File: src/hdl/iqea_pkg.sv
`timescale 1ns / 1ps

package iqea_pkg;

    localparam int SUM_W    = 56;
    localparam int LUMA_W   = 16;
    localparam int SQ_W     = 2 * LUMA_W;
    localparam int COUNT_W  = 25;
    localparam int PIX_W    = 8;

    localparam int S_TDATA_W = 6 * PIX_W;
    localparam int M_TDATA_W = 160;
    localparam int M_PAD_W   = M_TDATA_W - (2 * SUM_W + LUMA_W + COUNT_W);

    localparam logic [COUNT_W-1:0] MAX_PIXELS = 25'd16777216;
    localparam logic [SUM_W-1:0]   SUM_MAX    = {SUM_W{1'b1}};
    localparam logic [LUMA_W-1:0]  PEAK_MAX   = 16'd65280;

    // BT.601 weights in Q0.8
    localparam logic [LUMA_W-1:0] W_RED   = 16'd77;
    localparam logic [LUMA_W-1:0] W_GREEN = 16'd150;
    localparam logic [LUMA_W-1:0] W_BLUE  = 16'd29;

    localparam logic MODE_GREY  = 1'b0;
    localparam logic MODE_COLOR = 1'b1;

    localparam int QUEUE_DEPTH = 4;
    localparam int QUEUE_AW    = $clog2(QUEUE_DEPTH);
    localparam int QUEUE_CW    = $clog2(QUEUE_DEPTH + 1);

    typedef struct packed {
        logic [LUMA_W-1:0] lo;
        logic [LUMA_W-1:0] lm;
        logic              last;
    } luma_entry_t;

    typedef struct packed {
        logic [COUNT_W-1:0] pixel_count;
        logic [LUMA_W-1:0]  peak_luma;
        logic [SUM_W-1:0]   error_energy;
        logic [SUM_W-1:0]   signal_energy;
    } result_t;

    function automatic logic [LUMA_W-1:0] luma_of(input logic mode,
                                                  input logic [PIX_W-1:0] r,
                                                  input logic [PIX_W-1:0] g,
                                                  input logic [PIX_W-1:0] b);
        logic [LUMA_W-1:0] lum;
        if (mode == MODE_COLOR) begin
            lum = W_RED * {8'd0, r} + W_GREEN * {8'd0, g} + W_BLUE * {8'd0, b};
        end else begin
            lum = {r, 8'd0};
        end
        return lum;
    endfunction

endpackage

File: src/hdl/image_quality_error_accumulator_unit.sv
`timescale 1ns / 1ps
// Channel   Direction  Handshake             Payload
// s_        in         s_tvalid / s_tready   s_tdata (six pixel bytes), s_tlast (last pair)
// m_        out        m_tvalid / m_tready   m_tdata (energies, peak, count)
// cfg_      in         cfg_valid / cfg_ready cfg_data (color_mode)
//
// One pixel pair per clock sustained while s_tready is high; m_tvalid rises once a
// last pair has passed the queue, then the square stage, then the output register.
// Luma is computed at acceptance into a 4-entry queue; the back end squares, then
// accumulates with saturation, and loads the output register on a last pair.
// aresetn is synchronous: clears queue, stages, sums, result valid; color_mode goes to 1.
// A result held by m_tready low stalls the accumulator only on the next last pair;
// s_tready drops once the queue fills behind it.

module image_quality_error_accumulator_unit (
    input  logic                              aclk,
    input  logic                              aresetn,
    input  logic                              s_tvalid,
    output logic                              s_tready,
    // orig_r, orig_g, orig_b, mod_r, mod_g, mod_b
    input  logic [iqea_pkg::S_TDATA_W-1:0]    s_tdata,
    input  logic                              s_tlast,
    output logic                              m_tvalid,
    input  logic                              m_tready,
    // signal_energy, error_energy, peak_luma, pixel_count, zero pad
    output logic [iqea_pkg::M_TDATA_W-1:0]    m_tdata,
    input  logic                              cfg_valid,
    output logic                              cfg_ready,
    input  logic                              cfg_data
);

    iqea_pkg::luma_entry_t front_entry;
    iqea_pkg::luma_entry_t q_entry;
    logic                  q_valid;
    logic                  q_ready;

    iqea_front u_front (
        .aclk      (aclk),
        .aresetn   (aresetn),
        .cfg_valid (cfg_valid),
        .cfg_ready (cfg_ready),
        .cfg_data  (cfg_data),
        .s_tdata   (s_tdata),
        .s_tlast   (s_tlast),
        .entry     (front_entry)
    );

    iqea_queue u_queue (
        .aclk       (aclk),
        .aresetn    (aresetn),
        .push_valid (s_tvalid),
        .push_ready (s_tready),
        .push_data  (front_entry),
        .pop_valid  (q_valid),
        .pop_ready  (q_ready),
        .pop_data   (q_entry)
    );

    iqea_back u_back (
        .aclk     (aclk),
        .aresetn  (aresetn),
        .q_valid  (q_valid),
        .q_ready  (q_ready),
        .q_data   (q_entry),
        .m_tvalid (m_tvalid),
        .m_tready (m_tready),
        .m_tdata  (m_tdata)
    );

endmodule

File: src/hdl/iqea_front.sv
`timescale 1ns / 1ps

module iqea_front (
    input  logic                              aclk,
    input  logic                              aresetn,
    input  logic                              cfg_valid,
    output logic                              cfg_ready,
    input  logic                              cfg_data,
    input  logic [iqea_pkg::S_TDATA_W-1:0]    s_tdata,
    input  logic                              s_tlast,
    output iqea_pkg::luma_entry_t             entry
);

    logic color_mode_reg;
    logic color_mode_next;

    assign cfg_ready = 1'b1;

    always_comb begin
        color_mode_next = color_mode_reg;
        if (cfg_valid && cfg_ready) begin
            color_mode_next = cfg_data;
        end
    end

    always_ff @(posedge aclk) begin
        if (!aresetn) begin
            color_mode_reg <= iqea_pkg::MODE_COLOR;
        end else begin
            color_mode_reg <= color_mode_next;
        end
    end

    // tdata: orig_r, orig_g, orig_b, mod_r, mod_g, mod_b from the low byte up
    always_comb begin
        entry.lo   = iqea_pkg::luma_of(color_mode_reg, s_tdata[7:0], s_tdata[15:8],
                                       s_tdata[23:16]);
        entry.lm   = iqea_pkg::luma_of(color_mode_reg, s_tdata[31:24], s_tdata[39:32],
                                       s_tdata[47:40]);
        entry.last = s_tlast;
    end

endmodule

File: src/hdl/iqea_queue.sv
`timescale 1ns / 1ps

module iqea_queue (
    input  logic                  aclk,
    input  logic                  aresetn,
    input  logic                  push_valid,
    output logic                  push_ready,
    input  iqea_pkg::luma_entry_t push_data,
    output logic                  pop_valid,
    input  logic                  pop_ready,
    output iqea_pkg::luma_entry_t pop_data
);

    iqea_pkg::luma_entry_t entries_reg [iqea_pkg::QUEUE_DEPTH];

    logic [iqea_pkg::QUEUE_AW-1:0] wr_ptr_reg;
    logic [iqea_pkg::QUEUE_AW-1:0] wr_ptr_next;
    logic [iqea_pkg::QUEUE_AW-1:0] rd_ptr_reg;
    logic [iqea_pkg::QUEUE_AW-1:0] rd_ptr_next;
    logic [iqea_pkg::QUEUE_CW-1:0] fill_reg;
    logic [iqea_pkg::QUEUE_CW-1:0] fill_next;
    logic                          do_push;
    logic                          do_pop;

    assign push_ready = (fill_reg != iqea_pkg::QUEUE_CW'(iqea_pkg::QUEUE_DEPTH));
    assign pop_valid  = (fill_reg != '0);
    assign pop_data   = entries_reg[rd_ptr_reg];
    assign do_push    = push_valid && push_ready;
    assign do_pop     = pop_valid && pop_ready;

    always_comb begin
        wr_ptr_next = wr_ptr_reg;
        rd_ptr_next = rd_ptr_reg;
        fill_next   = fill_reg;
        if (do_push) begin
            wr_ptr_next = wr_ptr_reg + 1'b1;
        end
        if (do_pop) begin
            rd_ptr_next = rd_ptr_reg + 1'b1;
        end
        if (do_push && !do_pop) begin
            fill_next = fill_reg + 1'b1;
        end else if (do_pop && !do_push) begin
            fill_next = fill_reg - 1'b1;
        end
    end

    always_ff @(posedge aclk) begin
        if (!aresetn) begin
            wr_ptr_reg <= '0;
            rd_ptr_reg <= '0;
            fill_reg   <= '0;
        end else begin
            wr_ptr_reg <= wr_ptr_next;
            rd_ptr_reg <= rd_ptr_next;
            fill_reg   <= fill_next;
        end
    end

    always_ff @(posedge aclk) begin
        if (do_push) begin
            entries_reg[wr_ptr_reg] <= push_data;
        end
    end

endmodule

File: src/hdl/iqea_back.sv
`timescale 1ns / 1ps

module iqea_back (
    input  logic                              aclk,
    input  logic                              aresetn,
    input  logic                              q_valid,
    output logic                              q_ready,
    input  iqea_pkg::luma_entry_t             q_data,
    output logic                              m_tvalid,
    input  logic                              m_tready,
    output logic [iqea_pkg::M_TDATA_W-1:0]    m_tdata
);

    // square stage
    logic                          sq_valid_reg;
    logic                          sq_valid_next;
    logic [iqea_pkg::SQ_W-1:0]     sq_sig_reg;
    logic [iqea_pkg::SQ_W-1:0]     sq_err_reg;
    logic [iqea_pkg::LUMA_W-1:0]   sq_lo_reg;
    logic                          sq_last_reg;
    logic [iqea_pkg::LUMA_W-1:0]   diff;
    logic                          sq_load;

    // accumulate stage
    logic [iqea_pkg::SUM_W-1:0]    sig_sum_reg;
    logic [iqea_pkg::SUM_W-1:0]    sig_sum_next;
    logic [iqea_pkg::SUM_W-1:0]    err_sum_reg;
    logic [iqea_pkg::SUM_W-1:0]    err_sum_next;
    logic [iqea_pkg::LUMA_W-1:0]   peak_reg;
    logic [iqea_pkg::LUMA_W-1:0]   peak_next;
    logic [iqea_pkg::COUNT_W-1:0]  count_reg;
    logic [iqea_pkg::COUNT_W-1:0]  count_next;
    logic [iqea_pkg::SUM_W:0]      sig_wide;
    logic [iqea_pkg::SUM_W:0]      err_wide;
    logic [iqea_pkg::SUM_W-1:0]    sig_upd;
    logic [iqea_pkg::SUM_W-1:0]    err_upd;
    logic [iqea_pkg::LUMA_W-1:0]   peak_upd;
    logic [iqea_pkg::COUNT_W-1:0]  count_upd;
    logic                          acc_take;

    // output register
    logic                          out_valid_reg;
    logic                          out_valid_next;
    iqea_pkg::result_t             out_reg;

    // a last pair waits here until the output register is free
    assign acc_take = sq_valid_reg && (!sq_last_reg || !out_valid_reg || m_tready);
    assign sq_load  = q_valid && (!sq_valid_reg || acc_take);
    assign q_ready  = sq_load;

    assign diff = (q_data.lo >= q_data.lm) ? (q_data.lo - q_data.lm)
                                           : (q_data.lm - q_data.lo);

    always_comb begin
        sq_valid_next = sq_valid_reg;
        if (sq_load) begin
            sq_valid_next = 1'b1;
        end else if (acc_take) begin
            sq_valid_next = 1'b0;
        end
    end

    always_ff @(posedge aclk) begin
        if (!aresetn) begin
            sq_valid_reg <= 1'b0;
        end else begin
            sq_valid_reg <= sq_valid_next;
        end
    end

    always_ff @(posedge aclk) begin
        if (sq_load) begin
            sq_sig_reg  <= iqea_pkg::SQ_W'(q_data.lo) * iqea_pkg::SQ_W'(q_data.lo);
            sq_err_reg  <= iqea_pkg::SQ_W'(diff) * iqea_pkg::SQ_W'(diff);
            sq_lo_reg   <= q_data.lo;
            sq_last_reg <= q_data.last;
        end
    end

    // saturate when the sum carries past the top bit
    always_comb begin
        sig_wide  = {1'b0, sig_sum_reg} + (iqea_pkg::SUM_W + 1)'(sq_sig_reg);
        err_wide  = {1'b0, err_sum_reg} + (iqea_pkg::SUM_W + 1)'(sq_err_reg);
        sig_upd   = sig_wide[iqea_pkg::SUM_W] ? iqea_pkg::SUM_MAX
                                              : sig_wide[iqea_pkg::SUM_W-1:0];
        err_upd   = err_wide[iqea_pkg::SUM_W] ? iqea_pkg::SUM_MAX
                                              : err_wide[iqea_pkg::SUM_W-1:0];
        peak_upd  = (sq_lo_reg > peak_reg) ? sq_lo_reg : peak_reg;
        count_upd = (count_reg < iqea_pkg::MAX_PIXELS) ? (count_reg + 1'b1) : count_reg;
    end

    always_comb begin
        sig_sum_next   = sig_sum_reg;
        err_sum_next   = err_sum_reg;
        peak_next      = peak_reg;
        count_next     = count_reg;
        out_valid_next = out_valid_reg;
        if (m_tready) begin
            out_valid_next = 1'b0;
        end
        if (acc_take) begin
            if (sq_last_reg) begin
                sig_sum_next   = '0;
                err_sum_next   = '0;
                peak_next      = '0;
                count_next     = '0;
                out_valid_next = 1'b1;
            end else begin
                sig_sum_next = sig_upd;
                err_sum_next = err_upd;
                peak_next    = peak_upd;
                count_next   = count_upd;
            end
        end
    end

    always_ff @(posedge aclk) begin
        if (!aresetn) begin
            sig_sum_reg   <= '0;
            err_sum_reg   <= '0;
            peak_reg      <= '0;
            count_reg     <= '0;
            out_valid_reg <= 1'b0;
        end else begin
            sig_sum_reg   <= sig_sum_next;
            err_sum_reg   <= err_sum_next;
            peak_reg      <= peak_next;
            count_reg     <= count_next;
            out_valid_reg <= out_valid_next;
        end
    end

    always_ff @(posedge aclk) begin
        if (acc_take && sq_last_reg) begin
            out_reg.signal_energy <= sig_upd;
            out_reg.error_energy  <= err_upd;
            out_reg.peak_luma     <= peak_upd;
            out_reg.pixel_count   <= count_upd;
        end
    end

    assign m_tvalid = out_valid_reg;
    assign m_tdata  = {{iqea_pkg::M_PAD_W{1'b0}}, out_reg};

`ifndef SYNTHESIS
    a_clear_after_last: assert property (@(posedge aclk) disable iff (!aresetn)
        (acc_take && sq_last_reg) |=> (count_reg == '0 && sig_sum_reg == '0))
        else $error("accumulators not cleared after last pair");

    a_count_bound: assert property (@(posedge aclk) disable iff (!aresetn)
        count_reg <= iqea_pkg::MAX_PIXELS)
        else $error("pixel count beyond limit");

    a_peak_bound: assert property (@(posedge aclk) disable iff (!aresetn)
        peak_reg <= iqea_pkg::PEAK_MAX)
        else $error("peak luma out of range");

    a_no_overwrite: assert property (@(posedge aclk) disable iff (!aresetn)
        (out_valid_reg && !m_tready) |=> ($stable(out_reg) && out_valid_reg))
        else $error("pending result overwritten");
`endif

endmodule

File: config.mk
export PLATFORM = sky130hd
export DESIGN_NAME = image_quality_error_accumulator_unit
export DESIGN_NICKNAME = d
export VERILOG_FILES = /design/src/hdl/iqea_pkg.sv /design/src/hdl/image_quality_error_accumulator_unit.sv /design/src/hdl/iqea_front.sv /design/src/hdl/iqea_queue.sv /design/src/hdl/iqea_back.sv
export SDC_FILE = /design/constraint.sdc
export NUM_CORES = 2
export LEC_CHECK = 0
export BUFFER_PORTS_ARGS = -buffer_cell sky130_fd_sc_hd__buf_2
export CAP_MARGIN = 0
export CORE_MARGIN = 5
export CORE_UTILIZATION = 25
export DETAILED_ROUTE_END_ITERATION = 10
export MAX_ROUTING_LAYER = met4
export PLACE_DENSITY = 0.48
export SETUP_SLACK_MARGIN = 0.05
export SLEW_MARGIN = 30
export SYNTH_ARGS = -nofsm -noshare
export SYNTH_HDL_FRONTEND = slang
export SYNTH_SLANG_ARGS = --single-unit
File: constraint.sdc
create_clock -name aclk -period 12.9 [get_ports aclk]
set_input_delay 3.225 -clock aclk [delete_from_list [all_inputs] [get_ports aclk]]
set_output_delay 3.225 -clock aclk [all_outputs]
set_load 0.05 [all_outputs]
==> impl_results.md <==
* Post-route DRC violation count at 0
* Compound-Gate Fraction of Synth Area at 12.2%
* Placed cell count at 7173
* Via count of the first global-routing pass at 33500
* Status: completed
* Count of max-cap constraint violations at 0
* Number of core rows at 158
* Highest fanout seen on the critical path at 28
* Post-layout util at 28.5%
* Antenna violations before repair at 3
* Number of synthesized flops with an enable pin at 363
* # nets final at 5744
* Tcrit/Tclk final at 87.3%
* Largest net degree at the start of global routing at 155
* Final standard cell count with taps included and fillers excluded at 7297
* Area share of xor/xnor cells in the synthesized design at 4.82%
* Number of vias in the routed layout at 32500
* Required time worst endpoint at 13.26 ns
* Proportion of register bits with asynchronous set or reset after synthesis at 0%
* Sequential fraction of the synthesis area at 30.5%
* Synthesized-area fraction occupied by adder cells at 32.1%
* Die outline width at 442 µm
* Final hold violations at 0
* Combinational family with the most area after synthesis: adder cells
* Number of hold buffers added after cts at 0
* Final-report max-slew violation count at 0
* Post-synthesis cell type count at 111
* Netlist area before placement at 0.0465 mm²
* Type of the tightest min-delay check: reg -> reg
* Starting DRT DRC Count at 1812
* Gr usage total at 13.2%
* Critical setup path kind: reg -> reg
* Clk root buf: clkbuf_16
* Minimum clock period after layout at 11.26 ns
* Total detailed-routing wirelength at 125000 µm
* Multiplexer fraction of the synthesized cell area at 2.59%
* Longest individual stage delay on the worst path at 0.81 ns
* Placement-stage cell area at 0.0505 mm²
* Number of flip-flops and latches in the synthesized netlist at 528
* Kind of launch point of the worst setup path: register
* Slew HR at 35.8%
* Maximum buffer depth of the clock tree at 3
* Crit. End Element: register
* Sequential Area at 0.0142 mm²
* Post-synthesis cell count at 4574
* Gpl congestion at 0.872
* Area of the die at 0.195 mm²
* Maximum clock frequency at 88.8 MHz
* Clock skew at 0.0666 ns
* Flip-flop count of the largest register after layout at 153
* Avg Synthesized Cell Area at 10.2 µm²
* Height of the die at 442 µm
* Actual slew at the worst max-slew pin at 0.950 ns
* Total of buffers placed on input and output ports at 209
* Iteration count of the initial detailed-routing pass at 5
* Final design area excluding fillers at 0.0528 mm²
* Fillcell total at 19500
* Synth top area cells: edfxtp_1 23%, fa_1 19%, ha_1 13%, dfxtp_1 7.1%, inv_1 6.3%
* Estimated wirelength of the detail-placed design at 98800 µm
* Setup-violating endpoint count in the final report at 0
* Insertion delay of the later-clocked pin in the worst-skew pair at 0.68 ns
* Proportion of netlist area held by the largest area contributor at 23.4%
* RSZ-0062 raised after global routing: false
* Number of top-level design ports at 218
* CTS tree: built
* CTS HTree Levels at 3
* Primary FF master, synth: edfxtp_1
* Wire length per cell at 17.2 µm
* Sum of negative setup slack at 0 ns
* Worst path slowest cell: dfxtp_2
* Most common library cells after synthesis: 779 x inv_1, 484 x ha_1, 443 x fa_1, 376 x nand2_1, 363 x edfxtp_1
* Post-DR vias/cell at 4.46
* Largest area contributor in the synthesized netlist: edfxtp_1
* Simple-gate portion of the synthesized area at 9.88%
* Sinks on the clock net at 528
* Yosys warnings at 0
* Gates resized, CTS repair at 0
* CP Data Arrival Time at 11.62 ns
* Core Box Area at 0.185 mm²
* Clock edge transition at the registers on the reported setup and hold paths at 0.06 ns
* GRT Residual Overflow at 0
* Number of nets with antenna violations after detailed routing at 0
* Layout cell share with drive strength beyond 1 at 10.7%
* Number of buffers added by the clock tree synthesis step at 66
* Cell with the most instances after synthesis: inv_1
* Global-route wire length before repair at 195000 µm
* Area used by multi-input combinational logic at 0.0288 mm²
* Layout overhead on the synthesized area at 13.3%
* Number of buffers added for setup after CTS at 0
* CP dominant cell by count: fa_1
* Starting utilization of the core area at 25.1%
path summary, 6_finish.rpt:
check                        start  slack, ns               endpoint  cells past startpoint
max                       register       1.64  u_back.sq_err_reg[31]                     32
min          u_back.err_sum_reg[7]       0.46  u_back.err_sum_reg[7]                      2
max reg2reg               register       1.64  u_back.sq_err_reg[31]                     32
min reg2reg  u_back.err_sum_reg[7]       0.46  u_back.err_sum_reg[7]                      2
cell families (layout without fill, tap and decap cells):
logic type,count (synthesis),in the layout
AO/OA/AOI/OAI,827,827
XOR/XNOR,247,247
adder cells (fa/ha/maj),927,927
buffers and inverters,947,1182
flip-flops,528,528
multiplexers,93,93
other,2,10
AND/OR/NAND/NOR,1003,1003
worst max-delay path: cells and delay by family (launching register included):
kind,cells,cell delay (ns)
flip-flops,1,0.81
AO/OA/AOI/OAI,13,3.19
multiplexers,2,0.75
AND/OR/NAND/NOR,2,0.50
adder cells (fa/ha/maj),8,3.84
XOR/XNOR,2,0.90
buffers and inverters,5,0.92
per-stage QoR:
| step | hold slack [ns] | worst slack (ns) |
|---|---|---|
| 4_1_cts | 0.464 | 1.59 |
| 3_5_place_dp | 0.454 | 1.67 |
| 3_3_place_gp | 0.444 | 1.92 |
| 5_1_grt | 0.483 | 0.858 |
| 6_report | 0.461 | 1.64 |
| 2_1_floorplan | 0.433 | 1.98 |
layout make-up:
class / instances / area share, %
Antenna cell: 2 / 0.00949
Clock buffer: 80 / 3.29
Clock inverter: 41 / 0.956
Inverter: 800 / 5.69
Multi-Input combinational cell: 3105 / 54.5
Sequential cell: 528 / 26.9
Tap cell: 2480 / 5.88
Timing Repair Buffer: 261 / 2.75
layout by cell type, fill, tap and decap left out, types with 32 or more instances in the layout:
| cell type | n |
|---|---|
| o21a_1 | 32 |
| xnor2_1 | 172 |
| o21bai_1 | 36 |
| nor3_1 | 40 |
| clkbuf_16 | 67 |
| nor2_1 | 277 |
| a22o_1 | 71 |
| mux2_2 | 46 |
| buf_2 | 209 |
| xor2_1 | 67 |
| fa_1 | 443 |
| and3_1 | 43 |
| edfxtp_1 | 363 |
| buf_4 | 50 |
| nand3_1 | 67 |
| and2_1 | 39 |
| a21oi_1 | 211 |
| nand2_1 | 374 |
| a21o_1 | 104 |
| o21ai_0 | 141 |
| inv_1 | 779 |
| ha_1 | 484 |
| dfxtp_1 | 163 |
metal layers:
layer,routed length (µm),part of all wire (%),GRT usage [%]
met1,57800,46,17.1
met2,57400,46,20.9
met3,6420,5.1,2.20
met4,3880,3.1,4.36
met5,0,0,-
Power is left out: the tool's default activity adds up to more than one toggle a clock period on the data nets, which glitch-free logic cannot reach.
